File: src/rtl/sclw_pkg.sv
// Shared types, constants and helpers of the supercover line cell walker.
`timescale 1ns / 1ps

package sclw_pkg;

    // Cell coordinate width and the widths that follow from it.
    localparam int COORD_BITS = 12;
    localparam int LEN_BITS   = COORD_BITS + 1;   // |dx|, |dy|, step count
    localparam int ERR_BITS   = COORD_BITS + 3;   // error term and error sums

    typedef logic signed [COORD_BITS-1:0] t_coord;
    typedef logic [LEN_BITS-1:0]          t_len;
    typedef logic [ERR_BITS-1:0]          t_err;

    typedef enum logic {
        CMD_START  = 1'b0,
        CMD_ANSWER = 1'b1
    } t_cmd;

    typedef enum logic {
        RES_PROBE = 1'b0,
        RES_DONE  = 1'b1
    } t_kind;

    typedef struct packed {
        t_cmd   command;
        t_coord start_x;
        t_coord start_y;
        t_coord dest_x;
        t_coord dest_y;
        logic   cell_in_bounds;
        logic   cell_occupied;
    } t_in_item;

    typedef struct packed {
        t_kind  result_kind;
        t_coord cell_x;
        t_coord cell_y;
        logic   collided;
        logic   hit_wall;
        t_coord block_x;
        t_coord block_y;
    } t_out_item;

    // Line setup derived from a start command.
    typedef struct packed {
        logic x_neg;
        logic y_neg;
        logic y_major;
        t_len major_len;
        t_len minor_len;
        logic same_cell;
    } t_setup;

    // Walk state presented to the line step unit.
    typedef struct packed {
        t_coord walk_x;
        t_coord walk_y;
        logic   x_neg;
        logic   y_neg;
        logic   y_major;
        t_len   major_len;
        t_len   minor_len;
        t_err   err;
        t_err   err_prev;
    } t_adv_in;

    // Walk state after one line step, plus the next cell to probe.
    typedef struct packed {
        t_coord walk_x;
        t_coord walk_y;
        t_err   err;
        t_coord probe_x;
        t_coord probe_y;
        logic   side_pending;
    } t_adv_out;

    // Moves a coordinate one cell in the given direction.
    function automatic t_coord step_coord(input t_coord c, input logic neg);
        return neg ? t_coord'(c - t_coord'(1)) : t_coord'(c + t_coord'(1));
    endfunction

endpackage

File: src/rtl/supercover_line_cell_walker.sv
// Top level of the supercover line cell walker: handshakes, walk state, results.
`timescale 1ns / 1ps

// Channel | Direction | Handshake                 | Payload
// input   | in        | i_in_valid / o_in_ready   | i_in_data  (t_in_item)
// output  | out       | o_out_valid / i_out_ready | o_out_data (t_out_item)
//
// Every item passes an input register, the walk logic and a result register:
// the result register is loaded from the walk logic when the walk stage fires,
// and one item can be taken in every cycle while the output is not stalled. The
// rate is set by the single walk update (setup decode feeding the line step unit)
// between the two registers.
// Reset is synchronous and active low; it clears the valid flags, busy and the
// pending side cell. When a result waits on a stalled output, the input
// register still takes one more item; further input waits for the transfer.

module supercover_line_cell_walker import sclw_pkg::*; (
    input  logic      i_clk,
    input  logic      i_rst_n,
    input  logic      i_in_valid,
    output logic      o_in_ready,
    input  t_in_item  i_in_data,
    output logic      o_out_valid,
    input  logic      i_out_ready,
    output t_out_item o_out_data
);

    // Input register.
    logic      r_in_valid;
    logic      n_in_valid;
    t_in_item  r_in;
    t_in_item  n_in;

    // Result register.
    logic      r_out_valid;
    logic      n_out_valid;
    t_out_item r_out;
    t_out_item n_out;

    // Walk state.
    logic   r_busy,         n_busy;
    logic   r_side_pending, n_side_pending;
    t_coord r_pos_x,        n_pos_x;
    t_coord r_pos_y,        n_pos_y;
    t_coord r_walk_x,       n_walk_x;
    t_coord r_walk_y,       n_walk_y;
    t_coord r_probe_x,      n_probe_x;
    t_coord r_probe_y,      n_probe_y;
    logic   r_x_neg,        n_x_neg;
    logic   r_y_neg,        n_y_neg;
    logic   r_y_major,      n_y_major;
    t_len   r_major_len,    n_major_len;
    t_len   r_minor_len,    n_minor_len;
    t_err   r_err,          n_err;
    t_err   r_err_prev,     n_err_prev;
    t_len   r_step_count,   n_step_count;

    logic     in_xfer;
    logic     fire;
    logic     is_start;
    t_len     step_next;
    t_setup   setup;
    t_adv_in  adv_in;
    t_adv_out adv_out;

    // The walk stage moves whenever the result register is free or emptying.
    assign fire       = r_in_valid && (!r_out_valid || i_out_ready);
    assign o_in_ready = !r_in_valid || fire;
    assign in_xfer    = i_in_valid && o_in_ready;
    assign is_start   = (r_in.command == CMD_START);
    assign step_next  = r_step_count + t_len'(1);

    assign o_out_valid = r_out_valid;
    assign o_out_data  = r_out;

    sclw_setup u_setup (
        .i_item  (r_in),
        .o_setup (setup)
    );

    // A start runs its first line step from the start cell in the same pass.
    always_comb begin
        if (is_start) begin
            adv_in.walk_x    = r_in.start_x;
            adv_in.walk_y    = r_in.start_y;
            adv_in.x_neg     = setup.x_neg;
            adv_in.y_neg     = setup.y_neg;
            adv_in.y_major   = setup.y_major;
            adv_in.major_len = setup.major_len;
            adv_in.minor_len = setup.minor_len;
            adv_in.err       = ERR_BITS'(setup.major_len);
            adv_in.err_prev  = ERR_BITS'(setup.major_len);
        end else begin
            adv_in.walk_x    = r_walk_x;
            adv_in.walk_y    = r_walk_y;
            adv_in.x_neg     = r_x_neg;
            adv_in.y_neg     = r_y_neg;
            adv_in.y_major   = r_y_major;
            adv_in.major_len = r_major_len;
            adv_in.minor_len = r_minor_len;
            adv_in.err       = r_err;
            adv_in.err_prev  = r_err_prev;
        end
    end

    sclw_advance u_advance (
        .i_adv (adv_in),
        .o_adv (adv_out)
    );

    always_comb begin
        n_in_valid     = in_xfer ? 1'b1 : (fire ? 1'b0 : r_in_valid);
        n_in           = in_xfer ? i_in_data : r_in;
        n_out_valid    = r_out_valid && !i_out_ready;
        n_out          = r_out;

        n_busy         = r_busy;
        n_side_pending = r_side_pending;
        n_pos_x        = r_pos_x;
        n_pos_y        = r_pos_y;
        n_walk_x       = r_walk_x;
        n_walk_y       = r_walk_y;
        n_probe_x      = r_probe_x;
        n_probe_y      = r_probe_y;
        n_x_neg        = r_x_neg;
        n_y_neg        = r_y_neg;
        n_y_major      = r_y_major;
        n_major_len    = r_major_len;
        n_minor_len    = r_minor_len;
        n_err          = r_err;
        n_err_prev     = r_err_prev;
        n_step_count   = r_step_count;

        if (fire) begin
            unique case (r_in.command)
                CMD_START: begin
                    // A start always replaces any move in progress.
                    n_pos_x     = r_in.start_x;
                    n_pos_y     = r_in.start_y;
                    n_x_neg     = setup.x_neg;
                    n_y_neg     = setup.y_neg;
                    n_out_valid = 1'b1;
                    if (setup.same_cell) begin
                        // Already at the destination: finished, nothing probed.
                        n_walk_x          = r_in.start_x;
                        n_walk_y          = r_in.start_y;
                        n_probe_x         = r_in.start_x;
                        n_probe_y         = r_in.start_y;
                        n_busy            = 1'b0;
                        n_side_pending    = 1'b0;
                        n_out.result_kind = RES_DONE;
                        n_out.cell_x      = r_in.start_x;
                        n_out.cell_y      = r_in.start_y;
                    end else begin
                        n_y_major         = setup.y_major;
                        n_major_len       = setup.major_len;
                        n_minor_len       = setup.minor_len;
                        n_step_count      = '0;
                        n_busy            = 1'b1;
                        n_walk_x          = adv_out.walk_x;
                        n_walk_y          = adv_out.walk_y;
                        n_err             = adv_out.err;
                        n_err_prev        = adv_out.err;
                        n_probe_x         = adv_out.probe_x;
                        n_probe_y         = adv_out.probe_y;
                        n_side_pending    = adv_out.side_pending;
                        n_out.result_kind = RES_PROBE;
                        n_out.cell_x      = adv_out.probe_x;
                        n_out.cell_y      = adv_out.probe_y;
                    end
                    n_out.collided = 1'b0;
                    n_out.hit_wall = 1'b0;
                    n_out.block_x  = '0;
                    n_out.block_y  = '0;
                end
                CMD_ANSWER: begin
                    // An answer with no move running is dropped without a result.
                    if (r_busy) begin
                        n_out_valid = 1'b1;
                        if (!r_in.cell_in_bounds || r_in.cell_occupied) begin
                            // Blocked: keep the last free cell, report the blocker.
                            n_busy            = 1'b0;
                            n_side_pending    = 1'b0;
                            n_out.result_kind = RES_DONE;
                            n_out.cell_x      = r_pos_x;
                            n_out.cell_y      = r_pos_y;
                            n_out.collided    = 1'b1;
                            n_out.hit_wall    = !r_in.cell_in_bounds;
                            n_out.block_x     = r_probe_x;
                            n_out.block_y     = r_probe_y;
                        end else begin
                            n_pos_x        = r_probe_x;
                            n_pos_y        = r_probe_y;
                            n_out.collided = 1'b0;
                            n_out.hit_wall = 1'b0;
                            n_out.block_x  = '0;
                            n_out.block_y  = '0;
                            if (r_side_pending) begin
                                // Side cell was free: now probe the line cell itself.
                                n_side_pending    = 1'b0;
                                n_probe_x         = r_walk_x;
                                n_probe_y         = r_walk_y;
                                n_out.result_kind = RES_PROBE;
                                n_out.cell_x      = r_walk_x;
                                n_out.cell_y      = r_walk_y;
                            end else if (step_next >= r_major_len) begin
                                // Destination reached.
                                n_step_count      = step_next;
                                n_busy            = 1'b0;
                                n_out.result_kind = RES_DONE;
                                n_out.cell_x      = r_probe_x;
                                n_out.cell_y      = r_probe_y;
                            end else begin
                                n_step_count      = step_next;
                                n_walk_x          = adv_out.walk_x;
                                n_walk_y          = adv_out.walk_y;
                                n_err             = adv_out.err;
                                n_err_prev        = adv_out.err;
                                n_probe_x         = adv_out.probe_x;
                                n_probe_y         = adv_out.probe_y;
                                n_side_pending    = adv_out.side_pending;
                                n_out.result_kind = RES_PROBE;
                                n_out.cell_x      = adv_out.probe_x;
                                n_out.cell_y      = adv_out.probe_y;
                            end
                        end
                    end
                end
            endcase
        end
    end

    // Control state is reset; coordinates and line terms are loaded by a start.
    always_ff @(posedge i_clk) begin
        if (!i_rst_n) begin
            r_in_valid     <= 1'b0;
            r_out_valid    <= 1'b0;
            r_busy         <= 1'b0;
            r_side_pending <= 1'b0;
        end else begin
            r_in_valid     <= n_in_valid;
            r_out_valid    <= n_out_valid;
            r_busy         <= n_busy;
            r_side_pending <= n_side_pending;
        end
    end

    always_ff @(posedge i_clk) begin
        r_in         <= n_in;
        r_out        <= n_out;
        r_pos_x      <= n_pos_x;
        r_pos_y      <= n_pos_y;
        r_walk_x     <= n_walk_x;
        r_walk_y     <= n_walk_y;
        r_probe_x    <= n_probe_x;
        r_probe_y    <= n_probe_y;
        r_x_neg      <= n_x_neg;
        r_y_neg      <= n_y_neg;
        r_y_major    <= n_y_major;
        r_major_len  <= n_major_len;
        r_minor_len  <= n_minor_len;
        r_err        <= n_err;
        r_err_prev   <= n_err_prev;
        r_step_count <= n_step_count;
    end

    // A side cell is only ever pending inside a running move.
    a_side_needs_busy: assert property (@(posedge i_clk) disable iff (!i_rst_n)
        r_side_pending |-> r_busy)
        else $error("side cell pending with no move running");

    // The step count never reaches the major length while a move runs.
    a_step_bound: assert property (@(posedge i_clk) disable iff (!i_rst_n)
        r_busy |-> (r_step_count < r_major_len))
        else $error("step count ran past the line length");

    // A probe request never carries collision information.
    a_probe_clean: assert property (@(posedge i_clk) disable iff (!i_rst_n)
        (o_out_valid && (o_out_data.result_kind == RES_PROBE))
        |-> (!o_out_data.collided && !o_out_data.hit_wall))
        else $error("probe request flagged as a collision");

    // A wall hit is always a collision, and a clean finish names no blocker.
    a_done_consistent: assert property (@(posedge i_clk) disable iff (!i_rst_n)
        (o_out_valid && (o_out_data.result_kind == RES_DONE) && !o_out_data.collided)
        |-> (!o_out_data.hit_wall && (o_out_data.block_x == '0)
             && (o_out_data.block_y == '0)))
        else $error("finished move without collision reports a blocker");

endmodule

File: src/rtl/sclw_setup.sv
// Start command decode: direction, major axis and axis lengths of the line.
`timescale 1ns / 1ps

module sclw_setup import sclw_pkg::*; (
    input  t_in_item i_item,
    output t_setup   o_setup
);

    logic signed [LEN_BITS-1:0] dx;
    logic signed [LEN_BITS-1:0] dy;
    t_len                       adx;
    t_len                       ady;

    always_comb begin
        dx  = LEN_BITS'(i_item.dest_x) - LEN_BITS'(i_item.start_x);
        dy  = LEN_BITS'(i_item.dest_y) - LEN_BITS'(i_item.start_y);
        adx = dx[LEN_BITS-1] ? t_len'(-dx) : t_len'(dx);
        ady = dy[LEN_BITS-1] ? t_len'(-dy) : t_len'(dy);

        o_setup.x_neg     = dx[LEN_BITS-1];
        o_setup.y_neg     = dy[LEN_BITS-1];
        o_setup.y_major   = (adx < ady);
        o_setup.major_len = (adx < ady) ? ady : adx;
        o_setup.minor_len = (adx < ady) ? adx : ady;
        o_setup.same_cell = (dx == '0) && (dy == '0);
    end

endmodule

File: src/rtl/sclw_advance.sv
// One Bresenham step along the major axis with supercover side-cell selection.
`timescale 1ns / 1ps

module sclw_advance import sclw_pkg::*; (
    input  t_adv_in  i_adv,
    output t_adv_out o_adv
);

    t_err   de;
    t_err   minor2;
    t_err   e1;
    t_err   e2;
    t_err   sum;
    logic   corner;
    t_coord mx;
    t_coord my;
    t_coord fx;
    t_coord fy;

    always_comb begin
        de     = ERR_BITS'({i_adv.major_len, 1'b0});
        minor2 = ERR_BITS'({i_adv.minor_len, 1'b0});
        e1     = i_adv.err + minor2;
        e2     = e1 - de;
        sum    = e2 + i_adv.err_prev;
        corner = (e1 > de);

        // Cell after the major step.
        mx = i_adv.y_major ? i_adv.walk_x : step_coord(i_adv.walk_x, i_adv.x_neg);
        my = i_adv.y_major ? step_coord(i_adv.walk_y, i_adv.y_neg) : i_adv.walk_y;

        // Cell after the minor step as well, when the error overflows.
        fx = (corner && i_adv.y_major) ? step_coord(mx, i_adv.x_neg) : mx;
        fy = (corner && !i_adv.y_major) ? step_coord(my, i_adv.y_neg) : my;

        o_adv.walk_x       = fx;
        o_adv.walk_y       = fy;
        o_adv.err          = corner ? e2 : e1;
        o_adv.probe_x      = fx;
        o_adv.probe_y      = fy;
        o_adv.side_pending = 1'b0;

        if (corner) begin
            if (sum < de) begin
                // The line crosses the cell beside the major step first.
                o_adv.probe_x      = mx;
                o_adv.probe_y      = my;
                o_adv.side_pending = 1'b1;
            end else if (sum > de) begin
                // The line crosses the cell beside the minor step first.
                o_adv.probe_x      = i_adv.y_major ? fx : i_adv.walk_x;
                o_adv.probe_y      = i_adv.y_major ? i_adv.walk_y : fy;
                o_adv.side_pending = 1'b1;
            end
        end
    end

endmodule
File: config.mk
export PLATFORM = sky130hd
export DESIGN_NAME = supercover_line_cell_walker
export DESIGN_NICKNAME = d
export VERILOG_FILES = /design/src/rtl/sclw_pkg.sv /design/src/rtl/supercover_line_cell_walker.sv /design/src/rtl/sclw_setup.sv /design/src/rtl/sclw_advance.sv
export SDC_FILE = /design/constraint.sdc
export NUM_CORES = 1
export LEC_CHECK = 0
export BUFFER_PORTS_ARGS = -buffer_cell sky130_fd_sc_hd__buf_2
export CORE_UTILIZATION = 30
export CTS_CLUSTER_SIZE = 16
export DETAILED_ROUTE_END_ITERATION = 8
export GPL_ROUTABILITY_DRIVEN = 0
export SYNTH_ARGS = -nofsm -noshare
export SYNTH_HDL_FRONTEND = slang
export SYNTH_SLANG_ARGS = --single-unit
File: constraint.sdc
create_clock -name i_clk -period 16.4 [get_ports i_clk]
set_input_delay 1.64 -clock i_clk [delete_from_list [all_inputs] [get_ports i_clk]]
set_output_delay 1.64 -clock i_clk [all_outputs]
set_load 0.01 [all_outputs]
# After elaboration in Yosys (flattened, before gate mapping)
# Index checks and enable logic that the tools add are counted.
[totals]
register_bits = 235
inputBits = 55
elab_cells = 168
[op_classes]
add_sub_neg = 16
n_lt_le_gt_ge = 5
n_eq_ne = 6
mux = 83
bitwise = 2
n_reduce_logical = 25
[ops]
columns = ["cell", "count"]
rows = [
  ["12-bit 2-to-1 mux", 34],
  ["25-bit 2-to-1 mux", 6],
  ["12-bit one-hot mux with 2 select lines", 6],
  ["13-bit 2-to-1 mux", 8],
  ["51-bit 2-to-1 mux", 2],
  ["51-bit one-hot mux with 2 select lines", 1],
  ["15-bit 2-to-1 mux", 6],
  ["83-bit 2-to-1 mux", 1],
  ["12-bit by 2-bit adder with 12-bit output (second input constant)", 4],
  ["12-bit by 2-bit subtractor with 12-bit output (second input constant)", 4],
  ["15-bit by 14-bit > comparator with 1-bit output", 2],
  ["15-bit one-hot mux with 2 select lines", 1],
  ["13-bit zero test", 2],
  ["13-bit negator", 2],
  ["13-bit one-hot mux with 2 select lines", 1],
  ["12-bit by 12-bit subtractor with 13-bit output", 2],
  ["15-bit by 14-bit adder with 15-bit output", 1],
  ["15-bit adder", 1],
  ["15-bit by 14-bit less-than comparator with 1-bit output", 1],
  ["15-bit by 14-bit subtractor with 15-bit output", 1],
  ["1-bit 2-to-1 mux", 14],
  ["13-bit by 1-bit adder with 13-bit output (second input constant)", 1],
  ["13-bit >= comparator", 1],
  ["13-bit less-than comparator", 1],
  ["14 further kinds", 34],
]

# Logic depth before layout (Yosys ltp)
# Gate-level depths: netlist (run 1).
[depth]
word_depth = 21
depth_mapped = 59
mapped_depth_nobuf = 56

# Modules after synthesis
# From an unflattened synthesis (run 1), not the netlist that was laid out.
[hier_totals]
cells_unflattened = 2044
hier_area_um2 = 19200.9
[modules_own_cells]
columns = ["mod", "n_inst", "cells_per_inst", "area_each_um2", "seq_area_each_um2"]
rows = [
  ["supercover_line_cell_walker", 1, 955, 11368.4, 7016.7],
  ["sclw_advance", 1, 740, 5368.9, 0.0],
  ["sclw_setup", 1, 349, 2463.6, 0.0],
]

# Least setup slack after synthesis (run 1)
# No wires, ideal clock.
[synth_timing]
path_type = "reg2reg"
startpoint = "reg r_in[38] in the netlist's numbering"
endpoint = "reg r_out, in the netlist o_out_data[39] (data pin)"
arrival_ns = 11.219
path_slack_ns = 4.917
path_stages_with_launch = 53
period_less_slack_ns = 11.483
cell_sequence = "edfxtp_1 ha_1 fa_1 nor2b_4 o2111ai_2 and2_4 o311a_1 a211o_1 nor4_1 inv_1 o21ai_0 xor2_1 ha_1 nand3_1 and2_1 nand3_1 nor2_1 a21oi_1 [17 not listed] and3_1 a2111oi_0 xnor2_1 ha_1 inv_1 o21bai_1 xor2_1 ha_1 nand4_1 or4b_1 nand2_1 nor4b_1 nand3b_4 buf_2 mux2i_1 mux2i_4 o21ai_1 nand3_1"
[synth_lines]
columns = ["element", "line", "source"]
rows = [
  ["from (decl)", "supercover_line_cell_walker.sv:31", "t_in_item r_in;"],
  ["from (signal assigned)", "supercover_line_cell_walker.sv:249", "r_in <= n_in;"],
  ["to (signal assigned)", "supercover_line_cell_walker.sv:250", "r_out <= n_out;"],
  ["to (decl)", "supercover_line_cell_walker.sv:37", "t_out_item r_out;"],
]

==> flow_summary.ini, run 1 <==
[sta]
fin_skew_ps = 52.8
hold_viol_final = 0
fmax_mhz = 73.6
finalCritPeriodShare_pct = 82.8
slew_headroom_pct = 20.6
rsz0062_at_grt = no
finalMaxSlewViolations = 0
finalSetupViolCount = 0
tightestPinTransition_ps = 1190
tns_ps = 0
finalCriticalPeriod_ps = 13580

[yosys]
syn_nets = 2157
ys_ff_latch = 235
syn_area_sq_mm = 0.0183
ys_warn_count = 0
yosysUniqueCellTypes = 93
synth_edf_count = 231
synthCells = 1950
async_flop_share_pct = 0
synth.avg_cell_area_sq_um = 9.38
synth_ff_type = edfxtp_1
synth_seq_area_share_pct = 38.4

[die]
die_y_um = 249
start_util_pct = 30.3
coreArea_sq_mm = 0.0604
ioPinCount = 108
dieWidth_um = 249
die_area_sq_mm = 0.0620
rows = 90

[clocking]
cts_tree = done
clock_latency_ps = 620
cts_resized = 0
clk_pin_slew_ps = 70
cts_buffer_depth = 3
ctsHoldBuffers = 0
numCtsBuffers = 30
cts-root-buf = clkbuf_16
postCtsSetupBuffers = 0
numClockSinks = 235
h-tree-depth = 1

[worst_setup_path]
cp-startpoint = r_in[38]
cp_max_fo = 35
max_stage_delay_ps = 730
worst-endpoint-arrival_ps = 14020
cp-start-kind = register
r2r_end = o_out_data[34]
worst_path_most_repeated_cell = ha_1
crit_path_end_kind = register
cp-endpoint = o_out_data[34]
r2r-start = r_in[38]
rr_worst_depth = 52
worstPathRequired_ps = 16850
critPathSlowestCell = o311ai_1
path_class = register to register
r2r_slack_ps = 2820

[status]
outcome = finished, final reports clean

[detailed_routing]
detail_route.wl_per_cell_um = 20.7
drtAntennaViolNets = 0
vias_per_cell = 5.54
drtPass1Iterations = 6
routed_wl_mm = 58.6
remaining_drc_errors = 0
vias = 15700
drt_iter0_markers = 1927

[final_layout]
diodes = 0
multi_input_area_sq_mm = 0.0106
final_cell_mix = edfxtp_1 (231), nand2_1 (212), nor2_1 (163)
layout.nets = 2239
layout-drive-gt1-share_pct = 12.6
finalCoreUtilization_pct = 34.5
fillers = 6106
layout_commonest_cell = edfxtp_1
seqCellArea_sq_mm = 0.00702
area_delta_synth_final_pct = 13.8

[worst_hold_path]
min_path_cells = 2
hp-class = register to register

[grt]
antenna_found_initial = 4
grt_usage_pct = 18.5
grt_start_max_net_pins = 79
grt-ovfl-total = 0
grt_pass1_wl_mm = 89.9
grt_pass1_vias = 15200

[placement]
detailed_place_hpwl_mm = 43.8
io_buffer_count = 107

[flow_run]
maxCapViolCount = 0
==> layer usage <==
layer / vias up / wire [um] / global-route usage, %
met1: 7514 / 25400 / 25.1
li1: 7402 / - / -
met2: 684 / 26200 / 29.6
met5: - / 28 / 0
met4: 6 / 1760 / 6.05
met3: 113 / 5230 / 3.24
==> stage by stage <==
step / area (sq um) / worst slack [ps] / instances / hold slack, ps
after detailed placement: 19700 / 3080 / 2782 / 537
final: 20800 / 2820 / 2838 / 549
after global routing: 20800 / 1970 / 2838 / 591
after floorplan: 18300 / 4920 / 1950 / 501
after CTS: 20800 / 3050 / 2838 / 559
after global placement: 19700 / 3470 / 2782 / 533
==> worst min path at each step <==
| stage | startpoint | to | slack, ps |
|---|---|---|---|
| 6_report | r_busy | r_busy | 550 |
| 5_1_grt | r_pos_x[5] | o_out_data[43] | 590 |
| 4_1_cts | r_busy | r_busy | 560 |
| 3_5_place_dp | r_pos_x[0] | o_out_data[38] | 540 |
| 3_3_place_gp | r_busy | r_busy | 530 |
| 2_1_floorplan | r_busy | r_busy | 500 |
==> state kept, by name, summed over array words and instances, names as in the netlist <==
| name | count |
|---|---|
| r_pos_y | 12 |
| r_walk_x | 12 |
| r_x_neg | 1 |
| r_walk_y | 12 |
| r_y_neg | 1 |
| r_y_major | 1 |
| o_out_valid | 1 |
| r_err_prev | 15 |
| r_major_len | 13 |
| r_in_valid | 1 |
| r_busy | 1 |
| r_step_count | 13 |
| r_side_pending | 1 |
| o_out_data | 51 |
| r_probe_x | 12 |
| r_minor_len | 13 |
| r_in | 51 |
| r_probe_y | 12 |
| r_pos_x | 12 |
==> cell type report <==
type / instances / area share [%]
multi-input cells: 1536 / 51.0
flip-flops and latches: 235 / 33.7
well taps: 782 / 4.70
clock buffers: 31 / 3.62
repair buffers: 129 / 3.37
inverters: 100 / 1.80
clock inverters: 25 / 1.76
==> cells by family after synthesis <==
kind of cell / Yosys count / synth area share, %
AOI/OAI and AO/OA: 514 / 18.7
buffers and inverters: 179 / 3.84
and+or+nand+nor: 665 / 17.4
DFF: 235 / 38.4
xor gates and xnor gates: 132 / 6.47
adders and majority gates: 152 / 10.8
muxes: 73 / 4.43
==> synth_stat cells, types with 34 or more instances <==
master | number | share of area (%)
edfxtp_1 | 231 | 38
nand2_1 | 212 | 4.3
nor2_1 | 167 | 3.4
ha_1 | 143 | 9.8
a21oi_1 | 141 | 3.9
inv_1 | 97 | 2.0
xnor2_1 | 93 | 4.5
o21ai_0 | 89 | 2.4
clkbuf_1 | 58 | 1.2
nand3_1 | 54 | 1.5
and3_1 | 41 | 1.4
and2_1 | 38 | 1.3
xor2_1 | 37 | 1.8
mux2_2 | 34 | 2.1
==> worst max-delay path, delay by kind of cell (launching register included) <==
kind / cells / cell delay [ps]
compound gates: 16 / 4770
simple gates: 17 / 3560
fa+ha+maj: 8 / 2530
buf+inv: 5 / 890
xor+xnor: 4 / 740
flops: 1 / 510
mux: 2 / 450
Power of run 1 is left out: the tool's default activity adds up to more than one toggle a clock period on the data nets, which glitch-free logic cannot reach.
==> inputs of run 2 (changes only) <==
==> constraint.sdc (replaced) <==
create_clock -name i_clk -period 11.5 [get_ports i_clk]
set_input_delay 1.15 -clock i_clk [delete_from_list [all_inputs] [get_ports i_clk]]
set_output_delay 1.15 -clock i_clk [all_outputs]
set_load 0.01 [all_outputs]
==> flow_summary.ini, run 2 (synthesis gave the netlist of run 1 again) <==
[final_layout]
fillers = 6004
diodes = 0
layout.nets = 2354
final_cell_mix = edfxtp_1 (231), nand2_1 (211), nor2_1 (159)
layout_commonest_cell = edfxtp_1
area_delta_synth_final_pct = 20.1
finalCoreUtilization_pct = 36.4
layout-drive-gt1-share_pct = 20.3

[worst_setup_path]
path_class = register to register
cp-start-kind = register
worstPathRequired_ps = 11950
max_stage_delay_ps = 860
worst-endpoint-arrival_ps = 11630
cp_max_fo = 7
worst_path_most_repeated_cell = buf_4
crit_path_end_kind = register
critPathSlowestCell = o41ai_1

[clocking]
clk_pin_slew_ps = 60
cts_buffer_depth = 3
cts-root-buf = clkbuf_16
numClockSinks = 235
ctsHoldBuffers = 0
cts_tree = done
clock_latency_ps = 610
numCtsBuffers = 30
h-tree-depth = 1

[sta]
slew_headroom_pct = 9.56
fmax_mhz = 89.5
finalSetupViolCount = 0
tightestPinTransition_ps = 1350
finalCriticalPeriod_ps = 11170
finalMaxSlewViolations = 0
hold_viol_final = 0
finalCritPeriodShare_pct = 97.2
fin_skew_ps = 36.8

[detailed_routing]
drtPass1Iterations = 6
remaining_drc_errors = 0
drt_iter0_markers = 2037
routed_wl_mm = 59.5
detail_route.wl_per_cell_um = 20.2
vias_per_cell = 5.49
vias = 16200
drtAntennaViolNets = 0

[die]
start_util_pct = 30.3
die_area_sq_mm = 0.0620
coreArea_sq_mm = 0.0604
rows = 90
dieWidth_um = 249
die_y_um = 249
ioPinCount = 108

[grt]
antenna_found_initial = 0
grt-ovfl-total = 0
grt_pass1_vias = 15600
grt_usage_pct = 18.4
grt_start_max_net_pins = 71
grt_pass1_wl_mm = 90.4

[placement]
detailed_place_hpwl_mm = 44.3
io_buffer_count = 107

[flow_run]
maxCapViolCount = 0

[status]
outcome = finished, final reports clean

[worst_hold_path]
hp-class = register to register
## run 2: changes by cell type in the layout (fill, tap and decap cells not counted), sizes merged
cell      previous run  this run
buf                129       242
bufinv               7         1
clkbuf              31        35
clkinv               9        13
clkinvlp             2         7
inv                107       100
nand3b              10        11
## run 2: area by class of cell
| cell class | count | area, sq um | area share (%) |
|---|---|---|---|
| well taps | 782 | 978 | 4.45 |
| clock buffers | 35 | 769 | 3.50 |
| repair inverters | 1 | 7.51 | 0.0342 |
| flip-flops and latches | 235 | 7020 | 31.9 |
| inverters | 100 | 378 | 1.72 |
| clock inverters | 20 | 169 | 0.769 |
| repair buffers | 242 | 1580 | 7.18 |
| multi-input cells | 1537 | 11100 | 50.4 |
## run 2: critical path, delay by kind of cell, from the launching register on
kind,cells,cell delay (ps)
AND/OR/NAND/NOR,12,2070
buffers and inverters,10,1630
AO/OA/AOI/OAI,13,3610
adder cells (fa/ha/maj),7,2290
XOR/XNOR,4,750
flip-flops,1,390
multiplexers,1,290
## run 2: final timing paths
| kind | start | end | slack, ps | depth (start not counted) |
|---|---|---|---|---|
| min reg2reg | r_busy | r_busy | 550 | 2 |
| max | r_in[38] | r_probe_y[9] | 330 | 47 |
| min | r_busy | r_busy | 550 | 2 |
| max reg2reg | r_in[38] | r_probe_y[9] | 330 | 47 |
## run 2: through the flow
stage | hold slack, ps | setup TNS [ps] | std cells | setup slack, ps | instance area, sq um
6_report | 548 | 0 | 2952 | 326 | 22000
5_1_grt | 613 | -888 | 2952 | -89.2 | 22000
4_1_cts | 548 | 0 | 2936 | 12.7 | 21500
3_5_place_dp | 535 | -13530 | 2866 | -502 | 20300
3_3_place_gp | 542 | -221 | 2866 | -73.6 | 20300
2_1_floorplan | 501 | 0 | 1950 | 16.7 | 18300
## run 2: per-layer routing
metal  track usage [%]  routed length [um]
met2              29.0               26400
met5                 0                   0
met4              6.81                2270
met3              2.32                4270
met1              25.7               26600
## run 2: timing repair
action	4_1_cts	5_1_grt
pin swaps	1	22
gates cloned	2	0
setup endpoints to repair	47	49
setup buffers	13	16
resized for setup	15	90
Power of run 2 is left out for the same reason.
